**config.mk**
```make
export PLATFORM = sky130hd
export DESIGN_NAME = http_body_chunk_decoder
export DESIGN_NICKNAME = d
export VERILOG_FILES = /design/src/rtl/core/hbcd_pkg.sv /design/src/rtl/core/hbcd_fifo.sv /design/src/rtl/core/hbcd_front.sv /design/src/rtl/core/hbcd_back.sv /design/src/rtl/core/http_body_chunk_decoder.sv
export VERILOG_INCLUDE_DIRS = /design/src /design/src/rtl/core
export SDC_FILE = /design/constraint.sdc
export NUM_CORES = 1
export LEC_CHECK = 0
export ABC_AREA = 1
export BUFFER_PORTS_ARGS = -buffer_cell sky130_fd_sc_hd__buf_4
export CORE_UTILIZATION = 50
export CTS_CLUSTER_SIZE = 8
export DETAILED_ROUTE_END_ITERATION = 8
export PLACE_DENSITY = 0.66
export SLEW_MARGIN = 30
export SYNTH_ARGS = -nofsm -noshare
export SYNTH_HDL_FRONTEND = slang
export SYNTH_SLANG_ARGS = --single-unit
```
**constraint.sdc**
```tcl
create_clock -name clk -period 6.7 [get_ports clk]
set_input_delay 0.335 -clock clk [delete_from_list [all_inputs] [get_ports clk]]
set_output_delay 0.335 -clock clk [all_outputs]
set_load 0.02 [all_outputs]
```
**src/rtl/core/assert_macros.svh**
```systemverilog
// Assertion macros shared by the RTL of the chunked body decoder
`ifndef ASSERT_MACROS_SVH
`define ASSERT_MACROS_SVH
`ifndef SYNTHESIS
`define ASSERT_IMP(lbl, clk, rstn, ante, cons, msg) \
	lbl: assert property (@(posedge clk) disable iff (!(rstn)) (ante) |-> (cons)) \
		else $error(msg);
`define ASSERT_NXT(lbl, clk, rstn, ante, cons, msg) \
	lbl: assert property (@(posedge clk) disable iff (!(rstn)) (ante) |=> (cons)) \
		else $error(msg);
`else
`define ASSERT_IMP(lbl, clk, rstn, ante, cons, msg)
`define ASSERT_NXT(lbl, clk, rstn, ante, cons, msg)
`endif
`endif

```
**src/rtl/core/hbcd_pkg.sv**
```systemverilog
// Types, codes and constants of the chunked body decoder
package hbcd_pkg;

	localparam logic [7:0] CH_CR = 8'h0D;
	localparam logic [7:0] CH_LF = 8'h0A;
	localparam logic [7:0] CH_T  = 8'h54;

	// length of "Transfer-Encoding: chunked"
	localparam logic [4:0] PAT_LEN = 5'd26;

	localparam logic [2:0] TERM_DONE = 3'd4;
	localparam logic [2:0] OFFSET_MAX = 3'd7;
	localparam logic [2:0] OFFSET_AT_START = 3'd4;
	localparam logic [1:0] SKIP_BYTES = 2'd2;

	typedef enum logic [2:0] {
		PH_HEADER,
		PH_PLAIN,
		PH_SIZE,
		PH_DATA,
		PH_SKIP,
		PH_DONE,
		PH_DISCARD
	} phase_t;

	typedef enum logic [1:0] {
		OC_PLAIN,
		OC_CHUNKED,
		OC_NO_HDR_END,
		OC_OVERFLOW
	} outcome_t;

	typedef struct packed {
		logic [7:0] resp_byte;
		logic       resp_last;
	} resp_t;

	typedef struct packed {
		logic [7:0] body_byte;
		logic       body_valid;
		logic       body_end;
		outcome_t   outcome;
	} body_t;

	// byte after classification by the front
	typedef struct packed {
		logic [7:0] byte_val;
		logic       last;
		logic       hex_ok;
		logic [3:0] hex_val;
		logic       is_cr;
		logic       is_lf;
	} cls_t;

	function automatic logic [7:0] te_char(input logic [4:0] idx);
		logic [7:0] ch;
		case (idx)
			5'd0:    ch = "T";
			5'd1:    ch = "r";
			5'd2:    ch = "a";
			5'd3:    ch = "n";
			5'd4:    ch = "s";
			5'd5:    ch = "f";
			5'd6:    ch = "e";
			5'd7:    ch = "r";
			5'd8:    ch = "-";
			5'd9:    ch = "E";
			5'd10:   ch = "n";
			5'd11:   ch = "c";
			5'd12:   ch = "o";
			5'd13:   ch = "d";
			5'd14:   ch = "i";
			5'd15:   ch = "n";
			5'd16:   ch = "g";
			5'd17:   ch = ":";
			5'd18:   ch = " ";
			5'd19:   ch = "c";
			5'd20:   ch = "h";
			5'd21:   ch = "u";
			5'd22:   ch = "n";
			5'd23:   ch = "k";
			5'd24:   ch = "e";
			5'd25:   ch = "d";
			default: ch = 8'h00;
		endcase
		return ch;
	endfunction

endpackage

```
**src/rtl/core/hbcd_fifo.sv**
```systemverilog
// Small register queue used between the decoder parts and at the result side
`include "assert_macros.svh"

module hbcd_fifo #(
	parameter int DATA_W     = 8,
	parameter int DEPTH_LOG2 = 2
) (
	input  logic              clk,
	input  logic              arst_n,
	input  logic              push,
	input  logic [DATA_W-1:0] din,
	output logic              full,
	input  logic              pop,
	output logic [DATA_W-1:0] dout,
	output logic              empty
);

	localparam int DEPTH = 1 << DEPTH_LOG2;

	logic [DATA_W-1:0]   mem_q [DEPTH];
	logic [DEPTH_LOG2-1:0] wr_q;
	logic [DEPTH_LOG2-1:0] rd_q;
	logic [DEPTH_LOG2:0]   cnt_q;
	logic                  do_push;
	logic                  do_pop;

	assign full    = (cnt_q == (DEPTH_LOG2+1)'(DEPTH));
	assign empty   = (cnt_q == '0);
	assign do_push = push && !full;
	assign do_pop  = pop && !empty;
	assign dout    = mem_q[rd_q];

	always_ff @(posedge clk) begin
		if (do_push) begin
			mem_q[wr_q] <= din;
		end
	end

	always_ff @(posedge clk or negedge arst_n) begin
		if (!arst_n) begin
			wr_q  <= '0;
			rd_q  <= '0;
			cnt_q <= '0;
		end else begin
			if (do_push) begin
				wr_q <= wr_q + 1'b1;
			end
			if (do_pop) begin
				rd_q <= rd_q + 1'b1;
			end
			case ({do_push, do_pop})
				2'b10:   cnt_q <= cnt_q + 1'b1;
				2'b01:   cnt_q <= cnt_q - 1'b1;
				default: cnt_q <= cnt_q;
			endcase
		end
	end

	`ASSERT_NXT(a_push_fills, clk, arst_n, do_push && !do_pop, !empty, "queue empty after push")
	`ASSERT_NXT(a_pop_drains, clk, arst_n, do_pop && !do_push && cnt_q == 1, empty, "queue not drained")
	`ASSERT_IMP(a_full_empty, clk, arst_n, 1'b1, !(full && empty), "queue full and empty")

endmodule

```
**src/rtl/core/hbcd_front.sv**
```systemverilog
// Front of the decoder: takes response bytes and classifies them
module hbcd_front (
	input  logic          clk,
	input  logic          arst_n,
	input  logic          push,
	input  hbcd_pkg::resp_t resp,
	output logic          full,
	output logic          q_push,
	output hbcd_pkg::cls_t q_item,
	input  logic          q_full
);

	logic           valid_s1;
	hbcd_pkg::cls_t item_s1;
	hbcd_pkg::cls_t cls;
	logic           take;
	logic [7:0]     c;

	assign full   = valid_s1 && q_full;
	assign take   = push && !full;
	assign q_push = valid_s1;
	assign q_item = item_s1;
	assign c      = resp.resp_byte;

	always_comb begin
		cls.byte_val = c;
		cls.last     = resp.resp_last;
		cls.is_cr    = (c == hbcd_pkg::CH_CR);
		cls.is_lf    = (c == hbcd_pkg::CH_LF);
		cls.hex_ok   = 1'b1;
		cls.hex_val  = 4'd0;
		if (c >= "0" && c <= "9") begin
			cls.hex_val = c[3:0];
		end else if ((c >= "a" && c <= "f") || (c >= "A" && c <= "F")) begin
			// letters a..f differ from A..F only in bit 5
			cls.hex_val = c[3:0] + 4'd9;
		end else begin
			cls.hex_ok = 1'b0;
		end
	end

	always_ff @(posedge clk) begin
		if (take) begin
			item_s1 <= cls;
		end
	end

	always_ff @(posedge clk or negedge arst_n) begin
		if (!arst_n) begin
			valid_s1 <= 1'b0;
		end else if (take) begin
			valid_s1 <= 1'b1;
		end else if (!q_full) begin
			valid_s1 <= 1'b0;
		end
	end

endmodule

```
**src/rtl/core/hbcd_back.sv**
```systemverilog
// Back of the decoder: header scan, chunk size parsing and body emission
`include "assert_macros.svh"

module hbcd_back #(
	parameter int SIZE_BITS = 32
) (
	input  logic           clk,
	input  logic           arst_n,
	input  logic           q_empty,
	input  hbcd_pkg::cls_t item,
	output logic           q_pop,
	output logic           out_push,
	output hbcd_pkg::body_t res,
	input  logic           out_full
);

	hbcd_pkg::phase_t     phase_q, phase_d;
	logic [2:0]           term_q, term_d;
	logic [2:0]           off_q, off_d;
	logic [4:0]           pat_q, pat_d;
	logic                 chunked_q, chunked_d;
	logic [SIZE_BITS-1:0] acc_q, acc_d;
	logic [1:0]           stat_q, stat_d;
	logic [SIZE_BITS-1:0] rem_q, rem_d;
	logic [1:0]           skip_q, skip_d;
	logic                 ovf_q, ovf_d;

	logic                 go;
	logic                 emit;
	logic                 tail;
	logic [SIZE_BITS-1:0] rem_dec;
	logic [1:0]           skip_dec;
	logic [7:0]           c;
	hbcd_pkg::outcome_t   oc;

	assign go    = !q_empty && !out_full;
	assign q_pop = go;
	assign c     = item.byte_val;

	always_comb begin
		phase_d   = phase_q;
		term_d    = term_q;
		off_d     = off_q;
		pat_d     = pat_q;
		chunked_d = chunked_q;
		acc_d     = acc_q;
		stat_d    = stat_q;
		rem_d     = rem_q;
		skip_d    = skip_q;
		ovf_d     = ovf_q;
		emit      = 1'b0;
		tail      = stat_q[0];
		rem_dec   = (rem_q != '0) ? rem_q - 1'b1 : rem_q;
		skip_dec  = (skip_q != '0) ? skip_q - 1'b1 : skip_q;
		oc        = hbcd_pkg::OC_PLAIN;

		if (go) begin
			case (phase_q)
				hbcd_pkg::PH_HEADER: begin
					if (off_q < hbcd_pkg::OFFSET_MAX) begin
						off_d = off_q + 1'b1;
					end
					if (pat_q < hbcd_pkg::PAT_LEN) begin
						if (c == hbcd_pkg::te_char(pat_q)) begin
							pat_d = pat_q + 1'b1;
						end else begin
							pat_d = (c == hbcd_pkg::CH_T) ? 5'd1 : 5'd0;
						end
						if (pat_d == hbcd_pkg::PAT_LEN) begin
							chunked_d = 1'b1;
						end
					end
					// CR LF CR LF tracker
					if ((term_q == 3'd1 || term_q == 3'd3) && item.is_lf) begin
						term_d = term_q + 1'b1;
					end else if (term_q == 3'd2 && item.is_cr) begin
						term_d = 3'd3;
					end else begin
						term_d = item.is_cr ? 3'd1 : 3'd0;
					end
					if (term_d == hbcd_pkg::TERM_DONE) begin
						term_d = '0;
						if (off_d == hbcd_pkg::OFFSET_AT_START) begin
							phase_d = hbcd_pkg::PH_DISCARD;
						end else begin
							phase_d = chunked_d ? hbcd_pkg::PH_SIZE : hbcd_pkg::PH_PLAIN;
						end
						acc_d  = '0;
						stat_d = '0;
					end
				end
				hbcd_pkg::PH_PLAIN: begin
					emit = 1'b1;
				end
				hbcd_pkg::PH_SIZE: begin
					if (stat_q[1] && item.is_lf) begin
						if (acc_q == '0) begin
							phase_d = hbcd_pkg::PH_DONE;
						end else begin
							rem_d   = acc_q;
							phase_d = hbcd_pkg::PH_DATA;
						end
						stat_d = '0;
					end else begin
						if (!stat_q[0] && item.hex_ok) begin
							if (acc_q[SIZE_BITS-1 -: 4] != 4'd0) begin
								acc_d = '1;
								ovf_d = 1'b1;
							end else begin
								acc_d = {acc_q[SIZE_BITS-5:0], item.hex_val};
							end
						end else begin
							tail = 1'b1;
						end
						stat_d = {item.is_cr, tail};
					end
				end
				hbcd_pkg::PH_DATA: begin
					emit  = 1'b1;
					rem_d = rem_dec;
					if (rem_dec == '0) begin
						phase_d = hbcd_pkg::PH_SKIP;
						skip_d  = hbcd_pkg::SKIP_BYTES;
					end
				end
				hbcd_pkg::PH_SKIP: begin
					skip_d = skip_dec;
					if (skip_dec == '0) begin
						phase_d = hbcd_pkg::PH_SIZE;
						acc_d   = '0;
						stat_d  = '0;
					end
				end
				default: begin
				end
			endcase

			if (item.last) begin
				if (ovf_d) begin
					oc = hbcd_pkg::OC_OVERFLOW;
				end else if (phase_d == hbcd_pkg::PH_HEADER ||
						phase_d == hbcd_pkg::PH_DISCARD) begin
					oc = hbcd_pkg::OC_NO_HDR_END;
				end else if (chunked_d) begin
					oc = hbcd_pkg::OC_CHUNKED;
				end else begin
					oc = hbcd_pkg::OC_PLAIN;
				end
				// next byte starts a fresh response
				phase_d   = hbcd_pkg::PH_HEADER;
				term_d    = '0;
				off_d     = '0;
				pat_d     = '0;
				chunked_d = 1'b0;
				acc_d     = '0;
				stat_d    = '0;
				rem_d     = '0;
				skip_d    = '0;
				ovf_d     = 1'b0;
			end
		end

		out_push       = go && (emit || item.last);
		res.body_byte  = emit ? c : 8'd0;
		res.body_valid = emit;
		res.body_end   = item.last;
		res.outcome    = oc;
	end

	always_ff @(posedge clk or negedge arst_n) begin
		if (!arst_n) begin
			phase_q   <= hbcd_pkg::PH_HEADER;
			term_q    <= '0;
			off_q     <= '0;
			pat_q     <= '0;
			chunked_q <= 1'b0;
			acc_q     <= '0;
			stat_q    <= '0;
			rem_q     <= '0;
			skip_q    <= '0;
			ovf_q     <= 1'b0;
		end else begin
			phase_q   <= phase_d;
			term_q    <= term_d;
			off_q     <= off_d;
			pat_q     <= pat_d;
			chunked_q <= chunked_d;
			acc_q     <= acc_d;
			stat_q    <= stat_d;
			rem_q     <= rem_d;
			skip_q    <= skip_d;
			ovf_q     <= ovf_d;
		end
	end

	`ASSERT_NXT(a_last_rearms, clk, arst_n, go && item.last, phase_q == hbcd_pkg::PH_HEADER, "no rearm after last byte")
	`ASSERT_IMP(a_data_nonzero, clk, arst_n, phase_q == hbcd_pkg::PH_DATA, rem_q != '0, "data phase with zero count")
	`ASSERT_IMP(a_outcome_on_end, clk, arst_n, out_push && !res.body_end, res.outcome == hbcd_pkg::OC_PLAIN, "outcome without end")

endmodule

```
**src/rtl/core/http_body_chunk_decoder.sv**
```systemverilog
// Top level of the HTTP body decoder with chunked transfer decoding
//
//  channel   ports                  transaction
//  ------    --------------------   ---------------------------------
//  response  push, full, resp       push & !full, one byte per transaction
//  body      empty, pop, body       pop & !empty, zero or one per byte
//
// Sustains one response byte per cycle unless full; each byte is one parser pass.
// A byte's result passes the front register, middle queue, parser and result queue.
// Reset clears all parser state and both queues; no clearing pass is needed.
// A stalled body side fills the result queue, then the middle queue, then raises full.
// The last byte of a response returns the parser to its header scan.
module http_body_chunk_decoder #(
	parameter int SIZE_BITS    = 32,
	parameter int Q_DEPTH_LOG2 = 2
) (
	input  logic            clk,
	input  logic            arst_n,
	input  logic            push,
	input  hbcd_pkg::resp_t resp,
	output logic            full,
	output logic            empty,
	input  logic            pop,
	output hbcd_pkg::body_t body
);

	localparam int CLS_W  = $bits(hbcd_pkg::cls_t);
	localparam int BODY_W = $bits(hbcd_pkg::body_t);

	logic            mid_push;
	logic            mid_full;
	logic            mid_empty;
	logic            mid_pop;
	hbcd_pkg::cls_t  mid_in;
	logic [CLS_W-1:0] mid_out;
	hbcd_pkg::cls_t  mid_item;
	logic            res_push;
	logic            res_full;
	hbcd_pkg::body_t res_item;
	logic [BODY_W-1:0] res_out;

	assign mid_item = hbcd_pkg::cls_t'(mid_out);
	assign body     = hbcd_pkg::body_t'(res_out);

	hbcd_front u_front (
		.clk    (clk),
		.arst_n (arst_n),
		.push   (push),
		.resp   (resp),
		.full   (full),
		.q_push (mid_push),
		.q_item (mid_in),
		.q_full (mid_full)
	);

	hbcd_fifo #(
		.DATA_W     (CLS_W),
		.DEPTH_LOG2 (Q_DEPTH_LOG2)
	) u_mid_q (
		.clk    (clk),
		.arst_n (arst_n),
		.push   (mid_push),
		.din    (mid_in),
		.full   (mid_full),
		.pop    (mid_pop),
		.dout   (mid_out),
		.empty  (mid_empty)
	);

	hbcd_back #(
		.SIZE_BITS (SIZE_BITS)
	) u_back (
		.clk      (clk),
		.arst_n   (arst_n),
		.q_empty  (mid_empty),
		.item     (mid_item),
		.q_pop    (mid_pop),
		.out_push (res_push),
		.res      (res_item),
		.out_full (res_full)
	);

	hbcd_fifo #(
		.DATA_W     (BODY_W),
		.DEPTH_LOG2 (Q_DEPTH_LOG2)
	) u_res_q (
		.clk    (clk),
		.arst_n (arst_n),
		.push   (res_push),
		.din    (res_item),
		.full   (res_full),
		.pop    (pop),
		.dout   (res_out),
		.empty  (empty)
	);

endmodule
```
# --- Yosys cells after proc, flatten, opt, wreduce, memory -nomap -nowiden ---
# Memories as Yosys holds them, arrays and structs flattened.
# Cells that the tools add are included.
classes:
  n_addsub: 14
  order_cmp: 8
  eq_ne: 30
  muxes: 88
  reduce_logical: 50
ops:
  columns: ["cell", "count"]
  rows:
  - ["$mux 32", 10]
  - ["$pmux 32 s3", 1]
  - ["$logic_not 32->1", 2]
  - ["$pmux 32 s2", 1]
  - ["$mux 3", 20]
  - ["$mux 5", 7]
  - ["$mux 8", 4]
  - ["$reduce_bool 32->1", 1]
  - ["$sub 32x1->32 const B", 1]
  - ["$mux 1", 26]
  - ["$mux 2", 12]
  - ["$eq 3x3->1 const B", 6]
  - ["$eq 8x4->1 const B", 2]
  - ["$ge 8x7->1 const B", 2]
  - ["$le 8x7->1 const B", 2]
  - ["$logic_and 1x1->1", 15]
  - ["$ne 3x1->1 const B", 5]
  - ["$add 3x1->3 const B", 4]
  - ["$eq 3x2->1 const B", 4]
  - ["$logic_not 3->1", 4]
  - ["$pmux 3 s2", 2]
  - ["$pmux 3 s4", 1]
  - ["$reduce_bool 2->1", 5]
  - ["$add 2x1->2 const B", 4]
  - ["other kinds (31)", 49]
totals:
  regBits: 115
  ramBits: 112
  rom_bits: 224
  in_bits: 13
  output_inout_bits: 14
  elab_cells: 217
  mem_count: 3
mem_list:
  columns: ["memory", "depth", "width", "rd", "rd_clocked_by_memory_dff", "wr", "line_no", "source"]
  rows:
  - ["(no name shown)", 32, 7, 1, 0, 0, "hbcd_pkg.sv:57", "case (idx)"]
  - ["u_mid_q.mem_q", 4, 16, 1, 0, 1, "hbcd_fifo.sv:20", "logic [DATA_W-1:0] mem_q [DEPTH];"]
  - ["u_res_q.mem_q", 4, 12, 1, 0, 1, "hbcd_fifo.sv:20", null]

# --- Longest topological paths before layout ---
# Gate-level depths: netlist (run 1).
logic_depth:
  word_depth: 25
  ltp_mapped: 24
  depth_no_buf: 23

# --- Cells and area by module ---
# A second synthesis (run 1) with hierarchy kept.
unflattened:
  hier_cells: 1437
  hier_area_um2: 12492.0
by_module_without_submodules:
  columns: ["module", "n_inst", "cells_each", "area_per_inst_um2"]
  rows:
  - ["hbcd_back", 1, 921, 6058.3]
  - ["hbcd_fifo (u_mid_q)", 1, 248, 3198.1]
  - ["hbcd_fifo (u_res_q)", 1, 201, 2451.1]
  - ["hbcd_front", 1, 67, 784.5]

# --- Worst setup path before layout (run 1) ---
# Ideal clock, no wire load.
synth_path:
  path_type: "register -> register"
  startpoint: "reg u_mid_q.rd_q[1]"
  endpoint: "reg u_res_q.cnt_q[2]"
  setup_ns: 0.124
  t_arrival_ns: 2.535
  required_time_ns: 6.576
  setup_slack_ns: 4.041
  path_stages_with_launch: 15
  n_path_buf: 2
  cell_sequence: "dfrtp_1 buf_2 inv_2 buf_4 a21oi_1 a32oi_2 inv_2 nor2_1 nor2_1 ha_1 inv_1 fa_1 a21oi_1 o21ai_0 xnor2_1"
synth_rtl:
  columns: ["item", "line_no", "source"]
  rows:
  - ["start: declaration", "hbcd_fifo.sv:22", "logic [DEPTH_LOG2-1:0] rd_q;"]
  - ["start signal: assignment", "hbcd_fifo.sv:49", "rd_q <= rd_q + 1'b1;"]
  - ["end signal: assignment", "hbcd_fifo.sv:52", "2'b10: cnt_q <= cnt_q + 1'b1;"]
  - ["end signal: assignment", "hbcd_fifo.sv:53", "2'b01: cnt_q <= cnt_q - 1'b1;"]
  - ["end signal: assignment", "hbcd_fifo.sv:54", "default: cnt_q <= cnt_q;"]
  - ["end: declaration", "hbcd_fifo.sv:23", "logic [DEPTH_LOG2:0] cnt_q;"]

==> results of run 1 <==
==> critical path: cells and delay by family, from the launching register on <==
kind	cells	cell delay, ps
compound gates	4	690
xor+xnor	1	130
fa+ha+maj	2	640
buf+inv	3	650
flops	1	790
simple gates	2	690
==> cell families after synthesis <==
| kind of cell | count (synthesis) | synth area share |
|---|---|---|
| xor gates and xnor gates | 27 | 0.01992 |
| and+or+nand+nor | 656 | 0.2372 |
| adders and majority gates | 31 | 0.03393 |
| AOI/OAI and AO/OA | 211 | 0.1051 |
| DFF | 227 | 0.5324 |
| buffers and inverters | 208 | 0.07145 |
==> metrics by stage <==
| stage | worst slack [ps] | cells |
|---|---|---|
| 4_1_cts | 3058 | 1718 |
| 2_1_floorplan | 4041 | 1360 |
| 5_1_grt | 2698 | 1718 |
| 3_3_place_gp | 3186 | 1666 |
| 3_5_place_dp | 3140 | 1666 |
| 6_report | 2973 | 1718 |
==> what timing repair did <==
action	in CTS	in global routing
hold buffers	1	0
gates resized for setup	0	0
hold endpoints to repair	39	0
==> registers in the layout (all words and copies together), names as in the netlist <==
register and flops:
u_back.phase_q 3, u_back.term_q 3, u_mid_q.mem_q 64, u_back.rem_q 32, u_back.ovf_q 1, u_back.off_q 3, u_res_q.rd_q 2, u_back.pat_q 5
u_mid_q.cnt_q 3, u_back.acc_q 32, u_back.skip_q 2, u_front.q_item 16, u_mid_q.wr_q 2, u_res_q.cnt_q 3, u_back.chunked_q 1, u_mid_q.rd_q 2
u_res_q.mem_q 48, u_front.q_push 1, u_res_q.wr_q 2, u_back.stat_q 2
==> cell usage in the layout (no fill, tap or decap), types with 11 or more instances in the layout <==
master | synthesis | final
a21oi_1 | 43 | 43
buf_4 | 6 | 33
clkbuf_1 | 20 | 14
clkbuf_16 | 0 | 35
dfrtp_1 | 99 | 99
edfxtp_1 | 128 | 128
ha_1 | 29 | 29
inv_1 | 149 | 149
inv_2 | 11 | 11
nand2_1 | 301 | 301
nand3_1 | 100 | 100
nor2_1 | 189 | 181
nor2_2 | 14 | 20
o21ai_0 | 50 | 50
o21ai_1 | 13 | 13
o22ai_1 | 69 | 69
xor2_1 | 23 | 23
==> final timing paths <==
check                                   from  depth (start not counted)                  end  slack (ps)
min reg2reg                u_front.q_item[5]                          0  u_mid_q.mem_q[3][5]         490
max in group asynchronous             arst_n                          3      u_back.pat_q[4]        5130
max reg2reg                  u_mid_q.rd_q[1]                         12     u_res_q.cnt_q[2]        2970
min                                  resp[0]                          1    u_front.q_item[7]          20
max                          u_mid_q.rd_q[1]                         12     u_res_q.cnt_q[2]        2970
min in group asynchronous             arst_n                          2     u_back.rem_q[31]         370
==> final cells by class <==
class / instances / area share
flip-flops and latches: 227 / 0.4755
multi-input cells: 925 / 0.3564
clock buffers: 49 / 0.06984
inverters: 162 / 0.04593
well taps: 319 / 0.03002
repair buffers: 34 / 0.01939
clock inverters: 2 / 0.002918
==> layer usage <==
| layer | share of wire | vias up |
|---|---|---|
| li1 | - | 4582 |
| met1 | 0.47 | 4324 |
| met2 | 0.46 | 240 |
| met3 | 0.053 | 35 |
| met4 | 0.016 | 0 |
| met5 | 0 | - |
==> report_power, final <==
part / switching (mW) / total (mW) / internal (mW)
logic: 1.67 / 2.40 / 0.739
registers: 0.221 / 2.09 / 1.87
clock network: 0.567 / 1.55 / 0.985
total: 2.45 / 6.05 / 3.59
==> out/metrics.yaml, run 1 <==
outcome:
  outcome: "finished clean"
synthesis:
  syn_avg_cell_area_um2: 8.730
  synth_area_leader_cell: "edfxtp_1"
  syn_nets: 1404
  synth_edf_count: 128
  synth_commonest_cells: "nand2_1 (301), nor2_1 (189), inv_1 (149), edfxtp_1 (128), nand3_1 (100)"
  synth_top_area_frac: 0.3237
  synth_flop_cell: "edfxtp_1"
  yosysMostFrequentCell: "nand2_1"
  yosysWarnings: 0
  synth_area_leaders: "edfxtp_1 (32%), dfrtp_1 (21%), nand2_1 (9.5%), nor2_1 (6.0%), inv_1 (4.7%)"
  synth.distinct_cells: 48
  ys_ff_latch: 227
  syn_inst: 1360
  async_flop_share: 0.4361
  netlist_area_um2: 11870
  ys_seq_area_frac: 0.5324
clock_tree:
  numClockSinks: 227
  cts_buffers: 34
  cts-root-buf: "clkbuf_16"
  clockBufferDepth: 3
  clock_latency_ps: 500
  cts_tree: "yes"
  cts_max_level: 2
  clkTransAtPathRegs_ps: 50
  post-cts-setup-buffers: 0
timing:
  slew_violations: 0
  finalClockSkew_ps: 18.19
  finalCritPeriodShare: 0.5563
  post-route-min-period_ps: 3727
  finalSetupViolCount: 0
  slew_headroom: 0.3808
  max_freq_ghz: 0.2683
  rsz0062_at_grt: "no"
  fin_tns_setup_ps: 0
  hold_viol: 0
  holdWs_ps: 17.07
  worst_slew_pin_slew_ps: 923.3
grt:
  overflow: 0
  track_usage: 0.2299
  busiest_layer: "met2"
  grtUsageMet2: 0.3763
  antenna_found_initial: 0
  met3_usage: 0.03306
  grt_pass1_wl_mm: 44.19
  grt_pass1_vias: 8800
  met1_usage: 0.3191
  grt_max_degree: 61
floorplanning:
  start_util: 0.5073
  die_w_um: 156.1
  top_level_ports: 27
  core.rowCount: 56
  die_area_um2: 24370
  fp.dieH_um: 156.1
  core_um2: 23400
route:
  ant_nets: 0
  first_pass_iters: 5
  drtIter0Drc: 715
  avgRoutedWirePerCell_um: 15.65
  post-route-drc-count: 0
  routed_via_density: 5.344
  vias: 9181
  drt_wl_total_mm: 26.89
critical_path:
  path_class: "flip-flop to flip-flop"
  startpoint_type: "flip-flop"
  crit_arrival_ps: 4100
  max_stage_delay_ps: 790
  cp_cell_sequence: "inv_2 > a21oi_1 > a32oi_2 > inv_2 > nor2_1 > nor2_1 > ha_1 > inv_1 > fa_1 > a21oi_1 > o21ai_0 > xnor2_1"
  critPathMaxFanout: 18
  required_ps: 7070
  critPathSlowestCell: "dfrtp_1"
  worst_setup_path_end_kind: "flip-flop"
flow_run:
  maxCapViolCount: 0
layout:
  finish.instance_area_um2: 13290
  nNetsFinal: 1428
  multiInputGateArea_um2: 4738
  diodes: 0
  final_util: 0.5681
  drive_gt1_frac: 0.09364
  nFillCells: 2063
  syn_to_final_growth_pct: 11.97
  seq_area_um2: 6321
placed_design:
  portBuffers: 26
  placed_area_um2: 12310
  dp_hpwl_mm: 18.53
  gp_congestion: 0.8776
worst_hold_path:
  holdCritPathClass: "input pin to flip-flop"
power:
  p_total_mw: 6.048
  p_leak_nw: 5.701
  peakVddDrop_v: 0.0002539
  power_density_nw_per_um2: 455.0
(Power assumes the default switching activity.)
==> inputs of run 2 (changes only) <==
clock period = 3.5 ns   (was 6.7 ns; I/O delays follow)
==> out/metrics.yaml, run 2 (same netlist as run 1, synthesis figures left out) <==
outcome:
  outcome: "finished clean"
placed_design:
  place_ws_ps: 460.9  # -2679 ps
  portBuffers: 26  # unchanged
  dp_hpwl_mm: 19.04  # +2.8%
  gp_congestion: 0.9275  # +5.7%
route:
  drtIter0Drc: 618  # -14%
  first_pass_iters: 5  # unchanged
  ant_nets: 0  # unchanged
  post-route-drc-count: 0  # unchanged
  vias: 9333  # +1.7%
  avgRoutedWirePerCell_um: 15.80  # +0.92%
  drt_wl_total_mm: 27.60  # +2.6%
  routed_via_density: 5.342  # about the same
layout:
  final_util: 0.5777  # +0.009624
  multiInputGateArea_um2: 4723  # -0.32%
  drive_gt1_frac: 0.09734  # +0.003701
  syn_to_final_growth_pct: 13.87
  nNetsFinal: 1450  # +1.5%
  regMostFlops: "u_mid_q.mem_q"
  nFillCells: 2115  # +2.5%
  seq_area_um2: 6321  # unchanged
  diodes: 0  # unchanged
  largestRegisters: "u_mid_q.mem_q (64), u_res_q.mem_q (48)"
  largest_reg_flops: 64  # unchanged
  mostFrequentLayoutCells: "nand2_1 (301), nor2_1 (185), inv_1 (149), edfxtp_1 (128), nand3_1 (100)"
  layout_commonest_cell: "nand2_1"
critical_path:
  reg2reg_depth: 22  # +10
  cp_top_family: "simple AND/OR/NAND/NOR gates"
  required_ps: 3810  # -3260 ps
  path_class: "flip-flop to flip-flop"
  cp_cell_sequence: "inv_1 > ha_1 > inv_1 > nand2_1 > nand2_1 > nand2_1 > nand3_1 > nand2_1 > nor2_1 > nor3_1 > nand2_1 > nand2_1 > nand2_1 > nand2_1 > nand2_1 > nand2_1 > nand3_2 > nand2_2 > nand2_1 > nand3_2 > nand2_1 > a21oi_1"
  worst_path_most_repeated_cell: "nand2_1"
  max_stage_delay_ps: 480  # -310 ps
  r2r_start: "u_back.pat_q[0]"
  r2r_end: "u_res_q.mem_q[1][0]"
  worst_setup_path_end_kind: "flip-flop"
  crit_start: "u_back.pat_q[0]"
  crit_arrival_ps: 3370  # -730 ps
  critPathMaxFanout: 7  # -11
  r2r_setup_slack_ps: 440  # -2540 ps
  critPathSlowestCell: "dfrtp_1"
  crit_buf_inv: 2  # -1
  startpoint_type: "flip-flop"
power:
  p_leak_nw: 5.824  # +2.2%
  peakVddDrop_v: 0.0005531  # +120%
  power_density_nw_per_um2: 869.1  # +91%
worst_hold_path:
  hp-start: "pop"
  holdPathEnd: "u_res_q.rd_q[0]"
  holdCritPathClass: "input pin to flip-flop"
  hold_depth: 4  # +3
timing:
  slew_violations: 0  # unchanged
  slew_headroom: 0.3898  # +0.009031
  hold_viol: 0  # unchanged
  finalClockSkew_ps: 14.75  # -3.440 ps
  post-route-min-period_ps: 3065  # -662.1 ps
  rsz0062_at_grt: "no"
  finalCritPeriodShare: 0.8757  # +0.3194
  max_freq_ghz: 0.3263  # +22%
  worst_slew_pin_slew_ps: 914.3  # -8.976 ps
  setup_slack_ps: 435.1  # -2538 ps
  fin_tns_setup_ps: 0  # unchanged
  finalSetupViolCount: 0  # unchanged
grt:
  track_usage: 0.2365  # +0.006572
  grt_max_degree: 64  # +4.9%
  overflow: 0  # unchanged
  antenna_found_initial: 0  # unchanged
  grt_pass1_wl_mm: 45.43  # +2.8%
  grt_pass1_vias: 8939  # +1.6%
floorplanning:
  die_area_um2: 24370  # unchanged
  start_util: 0.5073  # unchanged
  die_w_um: 156.1  # unchanged
  core.rowCount: 56  # unchanged
  core_um2: 23400  # unchanged
  fp.dieH_um: 156.1  # unchanged
  top_level_ports: 27  # unchanged
clock_tree:
  ctsResizeCount: 0  # unchanged
  numClockSinks: 227  # unchanged
  clock_latency_ps: 510  # about the same
  post-cts-setup-buffers: 0  # unchanged
  clockBufferDepth: 3  # unchanged
  cts_max_level: 2  # unchanged
  hold_buffers: 11  # +10
  cts_buffers: 34  # unchanged
  clkTransAtPathRegs_ps: 50  # about the same
  cts-root-buf: "clkbuf_16"
  cts_tree: "yes"
flow_run:
  maxCapViolCount: 0  # unchanged
==> run 2: changes by cell type in the layout (fill, tap and decap cells not counted), moves of 4 or more <==
cell and change:
buf_4 +11, dlygate4sd3_1 +10, clkbuf_1 +6, nor2_1 +4, nor2_2 -4
==> run 2: per-layer routing <==
metal / track usage / wire (um)
met5: 0 / 0
met2: 0.3829 / 12930
met4: 0.06443 / 499
met3: 0.03667 / 1256
met1: 0.3309 / 12910
==> run 2: tightest hold or removal path, stage by stage <==
cell and delay (ps):
buf_4 100, inv_1 40, nor2_1 80, xor2_1 130
==> run 2: cell type report <==
| cell class | count | share of cell area |
|---|---|---|
| Multi-Input combinational cell | 925 | 0.3494 |
| Sequential cell | 227 | 0.4676 |
| Clock buffer | 56 | 0.07219 |
| Clock inverter | 2 | 0.002129 |
| Timing Repair Buffer | 56 | 0.03406 |
| Tap cell | 319 | 0.02952 |
| Inverter | 162 | 0.04516 |
==> run 2: report_power, final <==
part | switching, mW | internal [mW]
clock | 1.16 | 1.90
sequential | 0.347 | 3.58
combinational | 3.28 | 1.49
total | 4.79 | 6.96
==> run 2: worst max path at each step <==
stage,endpoint,slack [ps],depth (start not counted)
finish,u_res_q.mem_q[1][0],440,22
global route,u_res_q.mem_q[0][1],60,20
floorplan,u_res_q.cnt_q[2],840,14
detailed placement,u_res_q.mem_q[1][1],460,18
global placement,u_res_q.mem_q[1][0],520,22
CTS,u_res_q.mem_q[3][1],450,18
==> run 2: through the flow <==
step	hold WS, ps	total power, mW	area, um2	cells
after floorplan	-120.6	7.382	11870	1360
after global placement	339.3	8.631	12390	1678
after detailed placement	338.8	8.713	12390	1678
after CTS	59.63	11.82	13510	1747
after global routing	85.14	12.58	13520	1747
final	73.46	11.75	13520	1747
